==> src/sv/lcdnws_pkg.sv <==
`default_nettype none
// ----------------------------------------------------------------------------
// lcdnws_pkg
// Shared types and constants of the character-LCD nibble write sequencer.
// ----------------------------------------------------------------------------
package lcdnws_pkg;

	// Number of display columns; goto columns at or above this are rejected.
	localparam int COLUMNS = 20;

	// Request queue between the classifier and the sequencer.
	localparam int QUEUE_DEPTH = 4;
	localparam int QUEUE_AW    = $clog2(QUEUE_DEPTH);

	localparam int CFG_IDX_W = 1;
	localparam int HOLD_W    = 8;

	// Request kinds on the input stream.
	typedef enum logic [2:0] {
		KIND_CMD   = 3'd0,
		KIND_DATA  = 3'd1,
		KIND_GOTO  = 3'd2,
		KIND_INIT  = 3'd3,
		KIND_CLEAR = 3'd4
	} kind_t;

	// Configuration register indexes.
	typedef enum logic [CFG_IDX_W-1:0] {
		REG_CMD_HOLD  = 1'd0,
		REG_DATA_HOLD = 1'd1
	} reg_idx_t;

	localparam logic [HOLD_W-1:0] CMD_HOLD_RESET  = 8'd10;
	localparam logic [HOLD_W-1:0] DATA_HOLD_RESET = 8'd3;

	// LCD command bytes used by several request kinds.
	localparam logic [7:0] LCD_CLEAR    = 8'h01;
	localparam logic [7:0] LCD_SET_ADDR = 8'h80;

	// Byte sequences the back end knows how to play.
	typedef enum logic [1:0] {
		SEQ_BYTE  = 2'd0,
		SEQ_INIT  = 2'd1,
		SEQ_ERROR = 2'd2
	} seq_t;

	// Classified request as it travels through the queue.
	typedef struct packed {
		seq_t       op;
		logic       rs;
		logic [7:0] value;
	} desc_t;

	// Configuration write as seen by the sequencer.
	typedef struct packed {
		logic              we;
		reg_idx_t          index;
		logic [HOLD_W-1:0] data;
	} cfg_wr_t;

	// One bus state, laid out to match the output tdata (reg_select in bit 0).
	typedef struct packed {
		logic              error;
		logic [HOLD_W-1:0] hold_ms;
		logic [3:0]        nibble;
		logic              enable;
		logic              read_write;
		logic              reg_select;
	} bus_state_t;

endpackage
`default_nettype wire

==> src/sv/lcdnws_front.sv <==
`default_nettype none
// ----------------------------------------------------------------------------
// lcdnws_front
// Accepts requests and turns each one of a known kind into a sequence descriptor for the queue.
// ----------------------------------------------------------------------------
module lcdnws_front (
	input  wire logic               s_tvalid,
	output logic                    s_tready,
	input  wire logic [23:0]        s_tdata,
	input  wire logic               q_full,
	output logic                    push,
	output lcdnws_pkg::desc_t       push_desc
);

	localparam logic [5:0] COL_LIMIT = 6'(lcdnws_pkg::COLUMNS);

	logic [2:0] kind;
	logic [7:0] byte_value;
	logic [2:0] row;
	logic [4:0] column;
	logic       known;
	logic       goto_ok;
	logic [7:0] row_off;

	assign kind       = s_tdata[2:0];
	assign byte_value = s_tdata[10:3];
	assign row        = s_tdata[13:11];
	assign column     = s_tdata[18:14];

	assign s_tready = !q_full;

	always_comb begin
		case (row[1:0])
			2'd0:    row_off = 8'h00;
			2'd1:    row_off = 8'h40;
			2'd2:    row_off = 8'h14;
			default: row_off = 8'h54;
		endcase
	end

	assign goto_ok = !row[2] && ({1'b0, column} < COL_LIMIT);

	always_comb begin
		known           = 1'b1;
		push_desc.op    = lcdnws_pkg::SEQ_BYTE;
		push_desc.rs    = 1'b0;
		push_desc.value = byte_value;
		case (kind)
			lcdnws_pkg::KIND_CMD: begin
			end
			lcdnws_pkg::KIND_DATA: begin
				push_desc.rs = 1'b1;
			end
			lcdnws_pkg::KIND_GOTO: begin
				if (goto_ok) begin
					push_desc.value = 8'(lcdnws_pkg::LCD_SET_ADDR + row_off + {3'b000, column});
				end else begin
					push_desc.op = lcdnws_pkg::SEQ_ERROR;
				end
			end
			lcdnws_pkg::KIND_INIT: begin
				push_desc.op = lcdnws_pkg::SEQ_INIT;
			end
			lcdnws_pkg::KIND_CLEAR: begin
				push_desc.value = lcdnws_pkg::LCD_CLEAR;
			end
			default: begin
				// Unknown kinds are taken and dropped.
				known = 1'b0;
			end
		endcase
	end

	assign push = s_tvalid && s_tready && known;

endmodule
`default_nettype wire

==> src/sv/lcdnws_queue.sv <==
`default_nettype none
// ----------------------------------------------------------------------------
// lcdnws_queue
// Small descriptor FIFO that decouples the classifier from the sequencer.
// ----------------------------------------------------------------------------
module lcdnws_queue (
	input  wire logic               clk,
	input  wire logic               arst_n,
	input  wire logic               push,
	input  wire lcdnws_pkg::desc_t  push_desc,
	output logic                    full,
	input  wire logic               pop,
	output logic                    head_valid,
	output lcdnws_pkg::desc_t       head
);

	localparam int AW = lcdnws_pkg::QUEUE_AW;
	localparam logic [AW:0] DEPTH = (AW+1)'(lcdnws_pkg::QUEUE_DEPTH);

	lcdnws_pkg::desc_t mem_q [lcdnws_pkg::QUEUE_DEPTH];
	logic [AW-1:0] wr_ptr_q;
	logic [AW-1:0] rd_ptr_q;
	logic [AW:0]   cnt_q;

	assign full       = (cnt_q == DEPTH);
	assign head_valid = (cnt_q != '0);
	assign head       = mem_q[rd_ptr_q];

	always_ff @(posedge clk) begin
		if (push) begin
			mem_q[wr_ptr_q] <= push_desc;
		end
	end

	always_ff @(posedge clk or negedge arst_n) begin
		if (!arst_n) begin
			wr_ptr_q <= '0;
			rd_ptr_q <= '0;
			cnt_q    <= '0;
		end else begin
			if (push) begin
				wr_ptr_q <= AW'(wr_ptr_q + 1'b1);
			end
			if (pop) begin
				rd_ptr_q <= AW'(rd_ptr_q + 1'b1);
			end
			if (push && !pop) begin
				cnt_q <= (AW+1)'(cnt_q + 1'b1);
			end else if (pop && !push) begin
				cnt_q <= (AW+1)'(cnt_q - 1'b1);
			end
		end
	end

	a_no_overfill: assert property (@(posedge clk) disable iff (!arst_n)
		cnt_q <= DEPTH)
		else $error("queue count above depth");

	a_no_push_full: assert property (@(posedge clk) disable iff (!arst_n)
		full |-> !push)
		else $error("push into a full queue");

	a_no_pop_empty: assert property (@(posedge clk) disable iff (!arst_n)
		pop |-> head_valid)
		else $error("pop from an empty queue");

endmodule
`default_nettype wire

==> src/sv/lcdnws_back.sv <==
`default_nettype none
// ----------------------------------------------------------------------------
// lcdnws_back
// Plays queued descriptors out as bus states, one state per cycle while the output is not stalled.
// ----------------------------------------------------------------------------
module lcdnws_back (
	input  wire logic                clk,
	input  wire logic                arst_n,
	input  wire lcdnws_pkg::cfg_wr_t cfg,
	input  wire logic                head_valid,
	input  wire lcdnws_pkg::desc_t   head,
	output logic                     pop,
	output logic                     m_tvalid,
	input  wire logic                m_tready,
	output logic [15:0]              m_tdata,
	output logic                     m_tlast
);

	typedef enum logic [1:0] {
		PH_HI_STROBE = 2'd0,
		PH_HI_SETTLE = 2'd1,
		PH_LO_STROBE = 2'd2,
		PH_LO_SETTLE = 2'd3
	} phase_t;

	localparam logic [3:0] INIT_LAST = 4'd4;
	localparam logic [3:0] ERR_LAST  = 4'd9;
	localparam logic [3:0] ERR_TEXT0 = 4'd2;
	localparam logic [7:0] ERR_GOTO  = 8'h85;

	function automatic logic [7:0] init_cmd(input logic [2:0] idx);
		case (idx)
			3'd0:    return 8'h02;
			3'd1:    return 8'h28;
			3'd2:    return 8'h0F;
			3'd3:    return 8'h01;
			default: return 8'h06;
		endcase
	endfunction

	function automatic logic [7:0] err_char(input logic [2:0] idx);
		case (idx)
			3'd0:    return 8'h45;
			3'd1:    return 8'h72;
			3'd2:    return 8'h72;
			3'd3:    return 8'h6F;
			3'd4:    return 8'h72;
			3'd5:    return 8'h20;
			default: return 8'h21;
		endcase
	endfunction

	lcdnws_pkg::desc_t       desc_q;
	logic                    active_q;
	phase_t                  phase_q;
	logic [3:0]              byte_idx_q;
	logic [7:0]              cmd_hold_q;
	logic [7:0]              data_hold_q;
	logic                    out_valid_q;
	lcdnws_pkg::bus_state_t  out_data_q;
	logic                    out_last_q;

	logic                    adv;
	logic                    final_st;
	logic [7:0]              cur_byte;
	logic                    cur_rs;
	logic                    cur_err;
	logic [3:0]              last_idx;
	lcdnws_pkg::bus_state_t  nxt_state;

	always_comb begin
		cur_byte = desc_q.value;
		cur_rs   = desc_q.rs;
		cur_err  = 1'b0;
		last_idx = '0;
		case (desc_q.op)
			lcdnws_pkg::SEQ_BYTE: begin
			end
			lcdnws_pkg::SEQ_INIT: begin
				cur_byte = init_cmd(byte_idx_q[2:0]);
				cur_rs   = 1'b0;
				last_idx = INIT_LAST;
			end
			lcdnws_pkg::SEQ_ERROR: begin
				cur_err  = 1'b1;
				last_idx = ERR_LAST;
				cur_rs   = (byte_idx_q >= ERR_TEXT0);
				if (byte_idx_q == '0) begin
					cur_byte = lcdnws_pkg::LCD_CLEAR;
				end else if (byte_idx_q == 4'd1) begin
					cur_byte = ERR_GOTO;
				end else begin
					cur_byte = err_char(3'(byte_idx_q - ERR_TEXT0));
				end
			end
			default: begin
			end
		endcase
	end

	always_comb begin
		nxt_state.reg_select = cur_rs;
		nxt_state.read_write = 1'b0;
		nxt_state.enable     = (phase_q == PH_HI_STROBE) || (phase_q == PH_LO_STROBE);
		nxt_state.nibble     = (phase_q == PH_HI_STROBE || phase_q == PH_HI_SETTLE)
		                       ? cur_byte[7:4] : cur_byte[3:0];
		nxt_state.hold_ms    = (phase_q == PH_HI_SETTLE) ? '0
		                       : (cur_rs ? data_hold_q : cmd_hold_q);
		nxt_state.error      = cur_err;
	end

	assign adv      = active_q && (!out_valid_q || m_tready);
	assign final_st = (phase_q == PH_LO_SETTLE) && (byte_idx_q == last_idx);
	assign pop      = head_valid && (!active_q || (adv && final_st));

	assign m_tvalid = out_valid_q;
	assign m_tdata  = out_data_q;
	assign m_tlast  = out_last_q;

	always_ff @(posedge clk) begin
		if (pop) begin
			desc_q <= head;
		end
		if (adv) begin
			out_data_q <= nxt_state;
			out_last_q <= final_st;
		end
	end

	always_ff @(posedge clk or negedge arst_n) begin
		if (!arst_n) begin
			active_q    <= 1'b0;
			phase_q     <= PH_HI_STROBE;
			byte_idx_q  <= '0;
			out_valid_q <= 1'b0;
			cmd_hold_q  <= lcdnws_pkg::CMD_HOLD_RESET;
			data_hold_q <= lcdnws_pkg::DATA_HOLD_RESET;
		end else begin
			if (cfg.we) begin
				case (cfg.index)
					lcdnws_pkg::REG_CMD_HOLD:  cmd_hold_q  <= cfg.data;
					lcdnws_pkg::REG_DATA_HOLD: data_hold_q <= cfg.data;
					default: begin
					end
				endcase
			end
			if (adv) begin
				out_valid_q <= 1'b1;
			end else if (m_tready) begin
				out_valid_q <= 1'b0;
			end
			if (adv) begin
				if (final_st) begin
					phase_q    <= PH_HI_STROBE;
					byte_idx_q <= '0;
				end else if (phase_q == PH_LO_SETTLE) begin
					phase_q    <= PH_HI_STROBE;
					byte_idx_q <= 4'(byte_idx_q + 1'b1);
				end else begin
					phase_q    <= phase_t'(phase_q + 1'b1);
				end
			end
			if (pop) begin
				active_q <= 1'b1;
			end else if (adv && final_st) begin
				active_q <= 1'b0;
			end
		end
	end

	a_idle_clean: assert property (@(posedge clk) disable iff (!arst_n)
		!active_q |-> (phase_q == PH_HI_STROBE && byte_idx_q == '0))
		else $error("sequencer idle with a stale position");

	a_end_rewinds: assert property (@(posedge clk) disable iff (!arst_n)
		(adv && final_st) |=> (phase_q == PH_HI_STROBE && byte_idx_q == '0 && m_tvalid))
		else $error("request end did not rewind the sequencer");

	a_single_byte: assert property (@(posedge clk) disable iff (!arst_n)
		(active_q && desc_q.op == lcdnws_pkg::SEQ_BYTE) |-> (byte_idx_q == '0))
		else $error("single-byte request moved past its byte");

endmodule
`default_nettype wire

==> src/sv/char_lcd_nibble_write_sequencer.sv <==
`default_nettype none
// ----------------------------------------------------------------------------
// char_lcd_nibble_write_sequencer
// Turns character-LCD requests into 4-bit bus states with hold times.
// ----------------------------------------------------------------------------
//
// Channel   Direction  Transaction contents
// s_*       in         one request: kind, byte_value, row, column
// m_*       out        one bus state: rs, rw, enable, nibble, hold_ms, error
// cfg_*     in         write of command_hold_ms or data_hold_ms
//
// Each byte becomes four bus states, and the sequencer emits one bus state per
// cycle while the output is not stalled, so a command, data, goto or clear
// request produces four bus states, an init request 20 and a rejected goto 40.
// The front end takes one request per cycle while the four-entry request
// queue has room; a stalled output only backs up into that queue.
// Reset clears the queue and sequencer and loads the hold registers with
// 10 ms (commands) and 3 ms (data).
//
module char_lcd_nibble_write_sequencer (
	input  wire logic        clk,
	input  wire logic        arst_n,
	// Request stream.
	input  wire logic        s_tvalid,
	output logic             s_tready,
	// [2:0] kind, [10:3] byte_value, [13:11] row, [18:14] column, [23:19] zero
	input  wire logic [23:0] s_tdata,
	// Bus-state stream.
	output logic             m_tvalid,
	input  wire logic        m_tready,
	// [0] reg_select, [1] read_write, [2] enable, [6:3] nibble,
	// [14:7] hold_ms, [15] error
	output logic [15:0]      m_tdata,
	output logic             m_tlast,
	// Configuration writes.
	input  wire logic        cfg_we,
	input  wire logic [lcdnws_pkg::CFG_IDX_W-1:0] cfg_index,
	input  wire logic [lcdnws_pkg::HOLD_W-1:0]    cfg_data
);

	logic                 push;
	lcdnws_pkg::desc_t    push_desc;
	logic                 q_full;
	logic                 pop;
	logic                 head_valid;
	lcdnws_pkg::desc_t    head;
	lcdnws_pkg::cfg_wr_t  cfg;

	// The register index port carries the enum encoding directly.
	assign cfg.we    = cfg_we;
	assign cfg.index = lcdnws_pkg::reg_idx_t'(cfg_index);
	assign cfg.data  = cfg_data;

	// Front end: accepts requests of any kind while the queue has room and queues the ones with a known kind.
	lcdnws_front u_front (
		.s_tvalid  (s_tvalid),
		.s_tready  (s_tready),
		.s_tdata   (s_tdata),
		.q_full    (q_full),
		.push      (push),
		.push_desc (push_desc)
	);

	lcdnws_queue u_queue (
		.clk        (clk),
		.arst_n     (arst_n),
		.push       (push),
		.push_desc  (push_desc),
		.full       (q_full),
		.pop        (pop),
		.head_valid (head_valid),
		.head       (head)
	);

	// Back end: expands a descriptor byte by byte into nibble strobes.
	lcdnws_back u_back (
		.clk        (clk),
		.arst_n     (arst_n),
		.cfg        (cfg),
		.head_valid (head_valid),
		.head       (head),
		.pop        (pop),
		.m_tvalid   (m_tvalid),
		.m_tready   (m_tready),
		.m_tdata    (m_tdata),
		.m_tlast    (m_tlast)
	);

endmodule
`default_nettype wire

==> config.mk <==
export PLATFORM = sky130hd
export DESIGN_NAME = char_lcd_nibble_write_sequencer
export DESIGN_NICKNAME = d
export VERILOG_FILES = /design/src/sv/lcdnws_pkg.sv /design/src/sv/lcdnws_front.sv /design/src/sv/lcdnws_queue.sv /design/src/sv/lcdnws_back.sv /design/src/sv/char_lcd_nibble_write_sequencer.sv
export SDC_FILE = /design/constraint.sdc
export NUM_CORES = 1
export LEC_CHECK = 0
export BUFFER_PORTS_ARGS = -buffer_cell sky130_fd_sc_hd__buf_4
export CAP_MARGIN = 20
export CORE_ASPECT_RATIO = 2
export CORE_MARGIN = 10
export CORE_UTILIZATION = 49
export CTS_BUF_LIST = sky130_fd_sc_hd__clkbuf_4
export DETAILED_ROUTE_END_ITERATION = 12
export HOLD_SLACK_MARGIN = 0.03
export PLACE_DENSITY = 0.8
export SLEW_MARGIN = 25
export SYNTH_ARGS = -nofsm -noshare
export SYNTH_HDL_FRONTEND = slang
export SYNTH_SLANG_ARGS = --single-unit
==> constraint.sdc <==
create_clock -name clk -period 4.4 [get_ports clk]
set_clock_uncertainty 0.05 [all_clocks]
set_input_delay 0 -clock clk [delete_from_list [all_inputs] [get_ports clk]]
set_output_delay 0 -clock clk [all_outputs]
set_load 0.05 [all_outputs]
After elaboration in Yosys (flattened, before gate mapping). Memories as Yosys holds them, arrays and structs flattened. A register that Yosys moved wholly into a read port is not among the register bits. Index checks and enable logic that the tools add are counted.

Word-level logic and storage cells: 114. Bits in writable memories: 44. Register bits after elaboration: 47. Memories kept: 1.

Memory list: u_queue.mem_q (words 4, bits a word 11, rd ports 1, clocked after memory_dff 1, wr ports 1, line lcdnws_queue.sv:20) `lcdnws_pkg::desc_t mem_q [lcdnws_pkg::QUEUE_DEPTH];`.

Bitwise gates (word level): 1. Eq/ne operators: 22. Multiplexer cells: 29. Magnitude comparators: 2. Reduce and logical (&&, ||, !) cells: 35. Add/subtract/negate cells: 9.

Operators by type and width (count): 8-bit 2-to-1 mux (4); 8-bit case mux with 2 select lines (2); 7-bit case mux with 4 select lines (1); 6-bit case mux with 4 select lines (1); 7-bit case mux with 3 select lines (1); 3-bit by 2-bit == test with 1-bit output, second input constant (6); 3-bit == test, second input constant (4); 4-bit 2-to-1 mux (3); 3-bit by 1-bit == test with 1-bit output, second input constant (3); 1-bit logical AND (9); 3-bit logical NOT (3); 1-bit 2-to-1 mux (9); 8-bit by 5-bit adder with 8-bit output (1); 8-bit by 7-bit adder with 8-bit output, first input constant (1); 2-bit == test, second input constant (4); 4-bit case mux with 2 select lines (1); 2-bit nonzero test (4); 2-bit by 1-bit adder with 2-bit output, second input constant (3); 2-bit by 1-bit == test with 1-bit output, second input constant (3); 1-bit logical NOT (6); 2-bit 2-to-1 mux (3); 3-bit 2-to-1 mux (2); 2-bit AND reduction (3); 5-bit less-than comparator, second input constant (1); 16 further kinds (20).

Longest topological paths before layout. Gate-level depths: netlist (run 1).

Word-level depth: 10. Mapped depth: 12.

By module. Synthesis (run 1) repeated with hierarchy kept, for this count alone.

Cells, all modules: 355. Area, all modules: 4908.5 um2.

By module, submodules not included: lcdnws_back (seq. area each 1416.4 um2, times used 1, cells an instance 208, area each 2541.2 um2); lcdnws_queue (seq. area each 1496.4 um2, times used 1, cells an instance 91, area each 1988.2 um2); lcdnws_front (seq. area each 0.0 um2, times used 1, cells an instance 56, area each 379.1 um2).

Worst setup path after synthesis (run 1). OpenSTA, ideal clock, no wires.

Path type: flip-flop to flip-flop. From: register, netlist name u_back.desc_q[10]. To: register u_queue.cnt_q[1]. Cell stages (with the launch flop): 10. Arrival: 2.533 ns. Required time: 4.225 ns. Clock period less this slack: 2.708 ns. Path slack: 1.692 ns. Path through: edfxtp_1 -> ha_1 -> nor3_2 -> o2111ai_4 -> a21oi_2 -> inv_1 -> ha_1 -> inv_1 -> fa_1 -> mux2_2.

Cells in the longest elaborated chain, start to end: 10.

RTL lines: 2-bit == test / 2-bit by 1-bit == test with 1-bit output (equally long branches); 4-bit case mux with 2 select lines (*) (line lcdnws_back.sv:76) `case (desc_q.op)`; 4-bit == test (*) (line lcdnws_back.sv:113) `assign final_st = (phase_q == PH_LO_SETTLE) && (byte_idx_q == last_idx);`; 1-bit logical AND (*) (line lcdnws_back.sv:113); 1-bit logical AND (*) (line lcdnws_back.sv:114) `assign pop = head_valid && (!active_q || (adv && final_st));`; 1-bit logical OR (*) (line lcdnws_back.sv:114); 1-bit logical AND (*) (line lcdnws_back.sv:114); net pop (line char_lcd_nibble_write_sequencer.sv:44) `logic pop;`; 1-bit logical NOT (line lcdnws_queue.sv:47) `if (push && !pop) begin`; 1-bit logical AND (line lcdnws_queue.sv:47); 3-bit 2-to-1 mux / 2-bit nonzero test (equally long branches); end signal, assigned (line lcdnws_queue.sv:48) `cnt_q <= (AW+1)'(cnt_q + 1'b1);`; end signal, assigned (line lcdnws_queue.sv:50) `cnt_q <= (AW+1)'(cnt_q - 1'b1);`; end, declared (line lcdnws_queue.sv:23) `logic [AW:0] cnt_q;`.

The timed path passes the listed nets; every way through them passes the cells marked *. A chain may end at the register's enable or synchronous reset.

Worst setup path in the final report (run 1).
From: register, netlist name u_back.desc_q[9]. To: register u_queue.cnt_q[1].

Cells in the longest elaborated chain, start to end: 10.

RTL lines (line): 2-bit == test / 2-bit by 1-bit == test with 1-bit output (equally long branches); 4-bit case mux with 2 select lines (*) (lcdnws_back.sv:76); 4-bit == test (*) (lcdnws_back.sv:113); 1-bit logical AND (*) (lcdnws_back.sv:113); 1-bit logical AND (*) (lcdnws_back.sv:114); 1-bit logical OR (*) (lcdnws_back.sv:114); 1-bit logical AND (*) (lcdnws_back.sv:114); net pop (char_lcd_nibble_write_sequencer.sv:44); 1-bit logical NOT (lcdnws_queue.sv:47); 1-bit logical AND (lcdnws_queue.sv:47); 3-bit 2-to-1 mux / 2-bit nonzero test (equally long branches).

Marked as above.

==> results.cfg, run 1 <==
[pwr]
seqPwrFrac = 0.499
internal_power_uw = 1750
clockPowerShare = 0.163
p_leak_uw = 0.00228
pwr-share-comb = 0.338
power.switching_uw = 1000
powerDensity_nw_per_um2 = 480
swShare = 0.364
ir_drop_v = 0.000267

[clocking]
clk_pin_slew_ns = 0.15
root_buffer = clkbuf_4
clock_latency_ns = 0.46
clock_sinks = 102
htreeDepth = 3
clock_path_buffers = 2
cts_resized = 0
numCtsBuffers = 9
cts_tree = yes

[die]
rows = 51
coreArea_um2 = 9700
ios = 57
die_h_um = 160
die_area_um2 = 14400
fp.dieW_um = 90.1
start_util = 0.496

[routing]
drt_iter0_drc = 126
firstDrtPassIters = 4
wl_per_cell_um = 16.7
ant_nets = 0
post-route-drc-count = 0
drt-total-wl_um = 9370
vias_per_cell = 5.30
vias = 2976

[place]
port_buffers = 50
globalplace.congestion = 0.922
dp.cells = 510
dp_hpwl_um = 6670

[critical_path]
slowest_stage = a21oi_2
cp_max_fo = 13
setup.worst_path.class = reg -> reg
r2r_cells = 10
cp.arrival_ns = 3.31
r2r-start = u_back.desc_q[9]
cp-end-kind = register
rr_endpoint = u_queue.cnt_q[1]
crit_path_max_incr_delay_ns = 0.60
path_cells = inv_1, ha_1, and3_4, o2111ai_4, a21oi_2, inv_1, ha_1, inv_1, fa_1, mux2_2
path_common_cell = inv_1
start_kind = register
crit_required_ns = 4.69
r2r_slack_ns = 1.38

[synthesis]
syn_area_um2 = 4810
synth-compound-area-share = 0.0731
synth_ff_type = edfxtp_1
synth_edf_count = 71
yosysSeqAreaShare = 0.605
yosysMostFrequentCell = edfxtp_1
netlist_top_cells_area = edfxtp_1 (44%), dfrtp_1 (14%), ha_1 (5.7%)
synth_mux_area_frac = 0.115
yosys.area.top_type = edfxtp_1
yosysTopAreaCellShare = 0.443
ys_warn_count = 0
synthArstFlopShare = 0.304
synth_seq_cells = 102
synth_fp_nets = 402
ys_types = 63
yosys-top-cells-count = edfxtp_1 (71), dfrtp_1 (27), nand2_1 (26)
synthAdderAreaFrac = 0.0614
syn_avg_cell_area_um2 = 14.1
synth_top_family_by_area = multiplexers
syn-instance-count = 341
synth-xor-area-share = 0.0161
synthSimpleGateAreaFrac = 0.0926

[global_routing]
grt_pass1_wl_um = 15500
gr-usage-all-layers = 0.132
grt_overflow = 0
grt_antenna_before_repair = 1
grt_max_degree = 28
grt_pass1_vias = 3191

[timing]
period_share = 0.686
period_needed_ns = 3.02
fmax_mhz = 331
hold_violations = 0
relSlewSlack = 0.472
slew_violations = 0
fin_hold_ws_ns = 0.0833
rsz0062_at_grt = no
worstMarginPinSlew_ns = 0.790
setup_violations = 0
setup-tns-final_ns = 0

[finish]
fillers = 795
finalNonFillerCells = 561
fin_nets = 484
drive_gt1_frac = 0.269
area_growth_pct = 19.2

[flow_run]
cap_violations = 0

[worst_hold_path]
min-delay-start = s_tdata[17]
hold_path_class = in -> reg
min_to = u_queue.mem_q[1][5]
min_delay_path_depth = 4

[run_status]
outcome = finished clean
[power by group through the flow]
stage / registers, uW / logic (uW) / clock network, uW
final: 1370 / 932 / 449
after global routing: 1400 / 1020 / 495
after CTS: 1380 / 938 / 460
after detailed placement: 1400 / 908 / 0
after global placement: 1390 / 883 / 0
after floorplan: 1440 / 624 / 0
[critical path, delay by kind of cell (launching register included)]
family | cells | cell delay [ns]
adders and majority gates | 3 | 0.92
and+or+nand+nor | 1 | 0.26
muxes | 1 | 0.27
AOI/OAI and AO/OA | 2 | 0.75
DFF | 1 | 0.43
buffers and inverters | 3 | 0.26
[registers in the layout, summed over array words and instances, names as in the netlist]
name                count
u_back.m_tvalid         1
u_back.active_q         1
u_back.data_hold_q      8
u_queue.mem_q          44
u_back.m_tdata         15
u_back.desc_q          11
u_back.cmd_hold_q       8
u_back.byte_idx_q       4
u_back.phase_q          2
u_queue.wr_ptr_q        2
u_back.m_tlast          1
u_queue.cnt_q           3
u_queue.rd_ptr_q        2
[placed cells by master (no fill, tap or decap), types with 7 or more instances in the layout]
master         count
edfxtp_1          71
buf_4             50
dlygate4sd3_1     33
dfrtp_1           27
nand2_1           26
ha_1              22
inv_1             20
nor2_1            20
mux2_2            18
mux4_2            11
o21ai_0           11
mux2i_1            9
clkbuf_4           9
o21ai_1            7
[stage by stage]
stage	utilization	total power, uW	setup slack [ns]	cell area (um^2)
after floorplan	-	2060	1.69	4810
after global placement	0.542	2270	1.43	5260
after detailed placement	0.542	2300	1.36	5260
after CTS	0.591	2770	1.34	5740
after global routing	0.592	2920	1.08	5740
final	0.592	2750	1.38	5740
[per-layer routing]
layer,track usage,vias up,share of wire,routed length [um]
met1,0.125,1488,0.36,3420
met4,0.0597,0,0.023,215
li1,-,1415,-,-
met3,0.0343,15,0.031,288
met2,0.253,58,0.58,5450
met5,0,-,0,0
[cell type report]
type	count	area, um^2	share of cell area
clock buffers	9	67.6	0.0118
diodes	1	2.50	0.000436
clock inverters	7	57.6	0.0100
flip-flops and latches	102	2910	0.508
inverters	21	78.8	0.0137
well taps	132	165	0.0288
repair buffers	84	726	0.126
multi-input cells	205	1730	0.301
[worst max path at each step]
stage | from | end | slack, ns | cells past startpoint
final | u_back.desc_q[9] | u_queue.cnt_q[1] | 1.38 | 10
after global placement | u_back.desc_q[9] | u_queue.cnt_q[1] | 1.43 | 10
after global routing | u_back.desc_q[9] | u_queue.cnt_q[1] | 1.08 | 10
after floorplan | u_back.desc_q[10] | u_queue.cnt_q[1] | 1.69 | 9
after CTS | u_back.desc_q[9] | u_queue.cnt_q[1] | 1.34 | 10
after detailed placement | u_back.desc_q[9] | u_queue.cnt_q[1] | 1.36 | 10
[timing repair]
action / 4_1_cts / 5_1_grt
hold endpoints to repair: 94 / 0
hold buffers: 34 / 0
buffers inserted: 0 / 0
[cell families (layout without fill, tap and decap cells)]
family | count (synthesis) | after routing
xor gates and xnor gates | 8 | 8
muxes | 39 | 39
adders and majority gates | 23 | 23
buffers and inverters | 34 | 121
AOI/OAI and AO/OA | 49 | 49
DFF | 102 | 102
other | 1 | 2
and+or+nand+nor | 85 | 85
(Power assumes the default switching activity.)
==> run 2, diff against run 1 <==
==> constraint.sdc (replaced) <==
create_clock -name clk -period 3.1 [get_ports clk]
set_clock_uncertainty 0.05 [all_clocks]
set_input_delay 0 -clock clk [delete_from_list [all_inputs] [get_ports clk]]
set_output_delay 0 -clock clk [all_outputs]
set_load 0.05 [all_outputs]
==> run 2 against run 1 <==
Effect of this change:
- register-to-register slack got worse by 0.91 ns
- combinational power rose by 43%
- flip-flop and latch count unchanged
- die area stayed put
- critical endpoint is now u_queue.cnt_q[2]
- largest cell class unchanged
- highest routed layer unchanged
==> results.cfg, run 2 (synthesis gave the netlist of run 1 again) <==
[global_routing]
grt_overflow = 0
grt_pass1_wl_um = 15700
grt_antenna_before_repair = 1
grt_pass1_vias = 3300
grt_max_degree = 28
gr-usage-all-layers = 0.135

[routing]
vias = 2981
wl_per_cell_um = 16.7
post-route-drc-count = 0
ant_nets = 0
top_layer_used = met4
met1_length_um = 3310
firstDrtPassIters = 4
drt_iter0_drc = 118
vias_per_cell = 5.29
met3_length_um = 350
drt-total-wl_um = 9410
wl_met2_um = 5480

[critical_path]
cp_max_fo = 7
r2r_slack_ns = 0.47
crit_path_start = u_back.desc_q[9]
crit_required_ns = 3.43
slowest_stage = fa_1
crit_family = adder cells
r2r_cells = 12
start_kind = register
crit_buf_inv = 3
r2r-start = u_back.desc_q[9]
setup.worst_path.class = reg -> reg
cp.arrival_ns = 2.96
rr_endpoint = u_queue.cnt_q[2]
path_cells = inv_1, ha_1, and3_4, o2111ai_4, a21oi_2, inv_1, ha_1, inv_1, fa_1, xor2_1, nor2_1, xor2_1
crit_path_max_incr_delay_ns = 0.43
path_common_cell = inv_1
cp-end-kind = register

[die]
die_h_um = 160
die_area_um2 = 14400
coreArea_um2 = 9700
start_util = 0.496
rows = 51
fp.dieW_um = 90.1
ios = 57

[finish]
final_common_cell = edfxtp_1
fin_nets = 487
largest_reg_flops = 44
drive_gt1_frac = 0.267
regArea_um2 = 2910
area_growth_pct = 20.3
post-route-util = 0.597
regMostFlops = u_queue.mem_q
multiInputGateArea_um2 = 1730
fillers = 769
mostFrequentLayoutCells = edfxtp_1 (71), buf_4 (51), dlygate4sd3_1 (35)

[place]
dp_hpwl_um = 6760
port_buffers = 50
globalplace.congestion = 0.892

[timing]
setup-tns-final_ns = 0
period_share = 0.849
fmax_mhz = 380
hold_violations = 0
slew_violations = 0
setup_violations = 0
rsz0062_at_grt = no
worstMarginPinSlew_ns = 0.770
relSlewSlack = 0.486
period_needed_ns = 2.63

[pwr]
seqPwrFrac = 0.489
p_leak_uw = 0.00230
clockPowerShare = 0.176
power.switching_uw = 1420
ir_drop_v = 0.000499
swShare = 0.355
internal_power_uw = 2570
powerDensity_nw_per_um2 = 689
pwr-share-comb = 0.334

[clocking]
cts_tree = yes
clk_pin_slew_ns = 0.15
clock_latency_ns = 0.45
numCtsBuffers = 9
clock_sinks = 102
clock_path_buffers = 2
root_buffer = clkbuf_4
htreeDepth = 3

[worst_hold_path]
min-delay-start = s_tdata[17]
min_delay_path_depth = 4
hold_path_class = in -> reg
min_to = u_queue.mem_q[3][5]

[flow_run]
cap_violations = 0

[run_status]
outcome = finished clean
==> run 2: cell types whose count changed in the layout (fill, tap and decap cells not counted) <==
cell / change
clkinv_2: -1
buf_4: +1
clkinv_1: +1
inv_2: -1
bufinv_16: +1
inv_6: +1
inv_8: -1
dlygate4sd3_1: +2
==> run 2: cell type report <==
type,count,area share
Inverter,21,0.0136
Tap cell,132,0.0285
Clock buffer,9,0.0117
Antenna cell,1,0.000432
Timing Repair Buffer,87,0.130
Sequential cell,102,0.503
Multi-Input combinational cell,205,0.299
Clock inverter,7,0.0138
==> run 2: stage by stage <==
step / setup slack, ns / area [um^2] / total power, uW / hold slack, ns / instances
global placement: 0.587 / 5270 / 3220 / -0.102 / 511
CTS: 0.434 / 5790 / 4030 / 0.0597 / 563
finish: 0.467 / 5790 / 3990 / 0.0961 / 564
floorplan: 0.392 / 4810 / 2930 / -0.346 / 341
global route: 0.270 / 5790 / 4240 / 0.0785 / 564
detailed placement: 0.488 / 5270 / 3280 / -0.0948 / 511
==> run 2: per-layer routing <==
| layer | GRT usage | up-vias |
|---|---|---|
| met4 | 0.0750 | 0 |
| met1 | 0.124 | 1476 |
| met5 | 0 | - |
| li1 | - | 1423 |
| met3 | 0.0357 | 21 |
| met2 | 0.257 | 61 |
==> run 2: timing repair <==
action,4_1_cts,5_1_grt
hold endpoints to repair,94,0
gates resized for setup,0,0
hold buffers,36,0
setup buffers,0,0
==> run 2: worst register-to-register path, cell delays in order (launching register included) <==
cell       delay (ns)
edfxtp_1         0.40
inv_1            0.05
ha_1             0.30
and3_4           0.23
o2111ai_4        0.24
a21oi_2          0.10
inv_1            0.08
ha_1             0.17
inv_1            0.07
fa_1             0.43
xor2_1           0.17
nor2_1           0.11
xor2_1           0.17
==> run 2: worst max path at each step <==
| stage | cells after the start | end | slack [ns] |
|---|---|---|---|
| after floorplan | 9 | u_queue.cnt_q[1] | 0.39 |
| after CTS | 12 | u_queue.cnt_q[2] | 0.43 |
| after global routing | 12 | u_queue.cnt_q[2] | 0.27 |
| after detailed placement | 12 | u_queue.cnt_q[2] | 0.49 |
| final | 12 | u_queue.cnt_q[2] | 0.47 |
| after global placement | 12 | u_queue.cnt_q[2] | 0.59 |
==> run 2: power by group through the flow <==
stage	Sequential [uW]	Combinational, uW	Clock (uW)
6_report	1950	1330	703
5_1_grt	1990	1460	786
4_1_cts	1960	1350	726
3_5_place_dp	1990	1290	0
3_3_place_gp	1970	1250	0
2_1_floorplan	2040	886	0
==> run 3, diff against run 2 <==
==> constraint.sdc (replaced) <==
create_clock -name clk -period 2.54 [get_ports clk]
set_clock_uncertainty 0.05 [all_clocks]
set_input_delay 0 -clock clk [delete_from_list [all_inputs] [get_ports clk]]
set_output_delay 0 -clock clk [all_outputs]
set_load 0.05 [all_outputs]
==> run 3 against run 2 <==
Effect of this change:
- sequential share of layout area decreased by 0.36 points
- clock power increased by 16%
- worst hold slack got worse by 0.037 ns
- die area unchanged
- via count increased by 0.97%
- flip-flop and latch count unchanged
- critical path depth unchanged
- clock-buffer cell count increased by 1
==> results.cfg, run 3 (synthesis gave the netlist of run 1 again) <==
[critical_path]
cp-end-kind = register
cp_max_fo = 7
r2r_cells = 12
crit_required_ns = 2.85
setup.worst_path.class = reg -> reg
r2r_slack_ns = 0.11
rr_endpoint = u_queue.cnt_q[2]
start_kind = register
r2r-start = u_back.desc_q[9]
cp.arrival_ns = 2.73

[place]
dp.cells = 516
placed_cell_area_um2 = 5330
port_buffers = 50
dp_hpwl_um = 6820
globalplace.congestion = 0.899

[global_routing]
gr-usage-all-layers = 0.134
grt_max_degree = 28
grt_overflow = 0
grt_antenna_before_repair = 1
grt_pass1_vias = 3245
grt_pass1_wl_um = 15700

[die]
start_util = 0.496
coreArea_um2 = 9700
die_h_um = 160
ios = 57
fp.dieW_um = 90.1
rows = 51
die_area_um2 = 14400

[routing]
ant_nets = 0
vias = 3010
vias_per_cell = 5.30
drt_iter0_drc = 144
drt-total-wl_um = 9620
post-route-drc-count = 0
wl_per_cell_um = 16.9
firstDrtPassIters = 4

[clocking]
root_buffer = clkbuf_4
cts_tree = yes
clock_latency_ns = 0.43
clock_sinks = 102
numCtsBuffers = 9
cts_resized = 0
clock_path_buffers = 2
clk_pin_slew_ns = 0.15
htreeDepth = 3

[run_status]
outcome = finished clean

[timing]
slew_violations = 0
setup_violations = 0
setup-tns-final_ns = 0
fin_hold_ws_ns = 0.0595
relSlewSlack = 0.494
fmax_mhz = 412
worstMarginPinSlew_ns = 0.757
period_share = 0.955
period_needed_ns = 2.43
hold_violations = 0

[finish]
post-route-util = 0.601
postLayoutCellArea_um2 = 5830
drive_gt1_frac = 0.283
fin_nets = 491
mostFrequentLayoutCells = edfxtp_1 (71), buf_4 (57), dlygate4sd3_1 (33)
regMostFlops = u_queue.mem_q
final_common_cell = edfxtp_1
finalNonFillerCells = 568
largest_reg_flops = 44
area_growth_pct = 21.1
fillers = 785

[pwr]
powerDensity_nw_per_um2 = 838
p_leak_uw = 0.00231
ir_drop_v = 0.000484

[worst_hold_path]
min_delay_path_depth = 4
min_to = u_queue.mem_q[3][3]
min-delay-start = s_tdata[17]
hold_path_class = in -> reg

[flow_run]
cap_violations = 0
-- run 3: changes by cell type in the layout (fill, tap and decap cells not counted), sizes merged --
cell,before,now
buf,52,58
dlygate4sd3,35,33
inv,24,22
clkbuf,9,10
clkinvlp,0,1
-- run 3: final cells by class --
class                           instances  area, um^2  area share
Multi-Input combinational cell        205        1760       0.301
Antenna cell                            1        2.50    0.000429
Sequential cell                       102        2910       0.500
Tap cell                              132         165      0.0283
Timing Repair Buffer                   91         778       0.134
Clock buffer                           10        75.1      0.0129
Clock inverter                          6        60.1      0.0103
Inverter                               21        78.8      0.0135
-- run 3: worst max path at each step --
stage | end | from | cells past startpoint | slack (ns)
floorplan | u_queue.cnt_q[1] | u_back.desc_q[10] | 10 | 0.02
global placement | u_queue.cnt_q[2] | u_back.desc_q[10] | 11 | 0.15
detailed placement | u_queue.cnt_q[2] | u_back.desc_q[10] | 11 | 0.05
CTS | u_queue.cnt_q[2] | u_back.desc_q[10] | 11 | 0.07
global route | u_queue.cnt_q[2] | u_back.desc_q[9] | 12 | -0.007
finish | u_queue.cnt_q[2] | u_back.desc_q[9] | 12 | 0.11
-- run 3: power by group --
| part | switching [uW] | leakage [uW] | internal, uW | total [uW] |
|---|---|---|---|---|
| sequential | 198 | 0.00101 | 2130 | 2330 |
| combinational | 1010 | 0.00123 | 731 | 1740 |
| clock | 504 | 0.0000742 | 309 | 813 |
| total | 1710 | 0.00231 | 3170 | 4880 |
-- run 3: per-stage QoR --
step | worst slack (ns) | total power (uW)
floorplan | 0.0166 | 3580
global placement | 0.151 | 3990
detailed placement | 0.0514 | 4070
CTS | 0.0680 | 4920
global route | -0.00679 | 5180
finish | 0.113 | 4880
-- run 3: critical path: stages (launching register included) --
cell       delay (ns)
edfxtp_1         0.38
inv_1            0.09
ha_4             0.20
and3_4           0.19
o2111ai_4        0.22
a21oi_4          0.08
inv_1            0.06
ha_1             0.16
inv_1            0.07
fa_1             0.43
xor2_1           0.17
nor2_1           0.11
xor2_1           0.17
-- run 3: metal layers --
metal | wire (um) | share of wire | track usage
met5 | 0 | 0 | 0
met4 | 306 | 0.032 | 0.0699
met3 | 292 | 0.030 | 0.0244
met2 | 5670 | 0.59 | 0.262
met1 | 3340 | 0.35 | 0.126
-- run 3: what timing repair did --
| action | 4_1_cts | 5_1_grt |
|---|---|---|
| setup endpoints to repair | 0 | 1 |
| hold buffers | 34 | 0 |
| setup buffers | 0 | 1 |
| hold endpoints to repair | 94 | 0 |
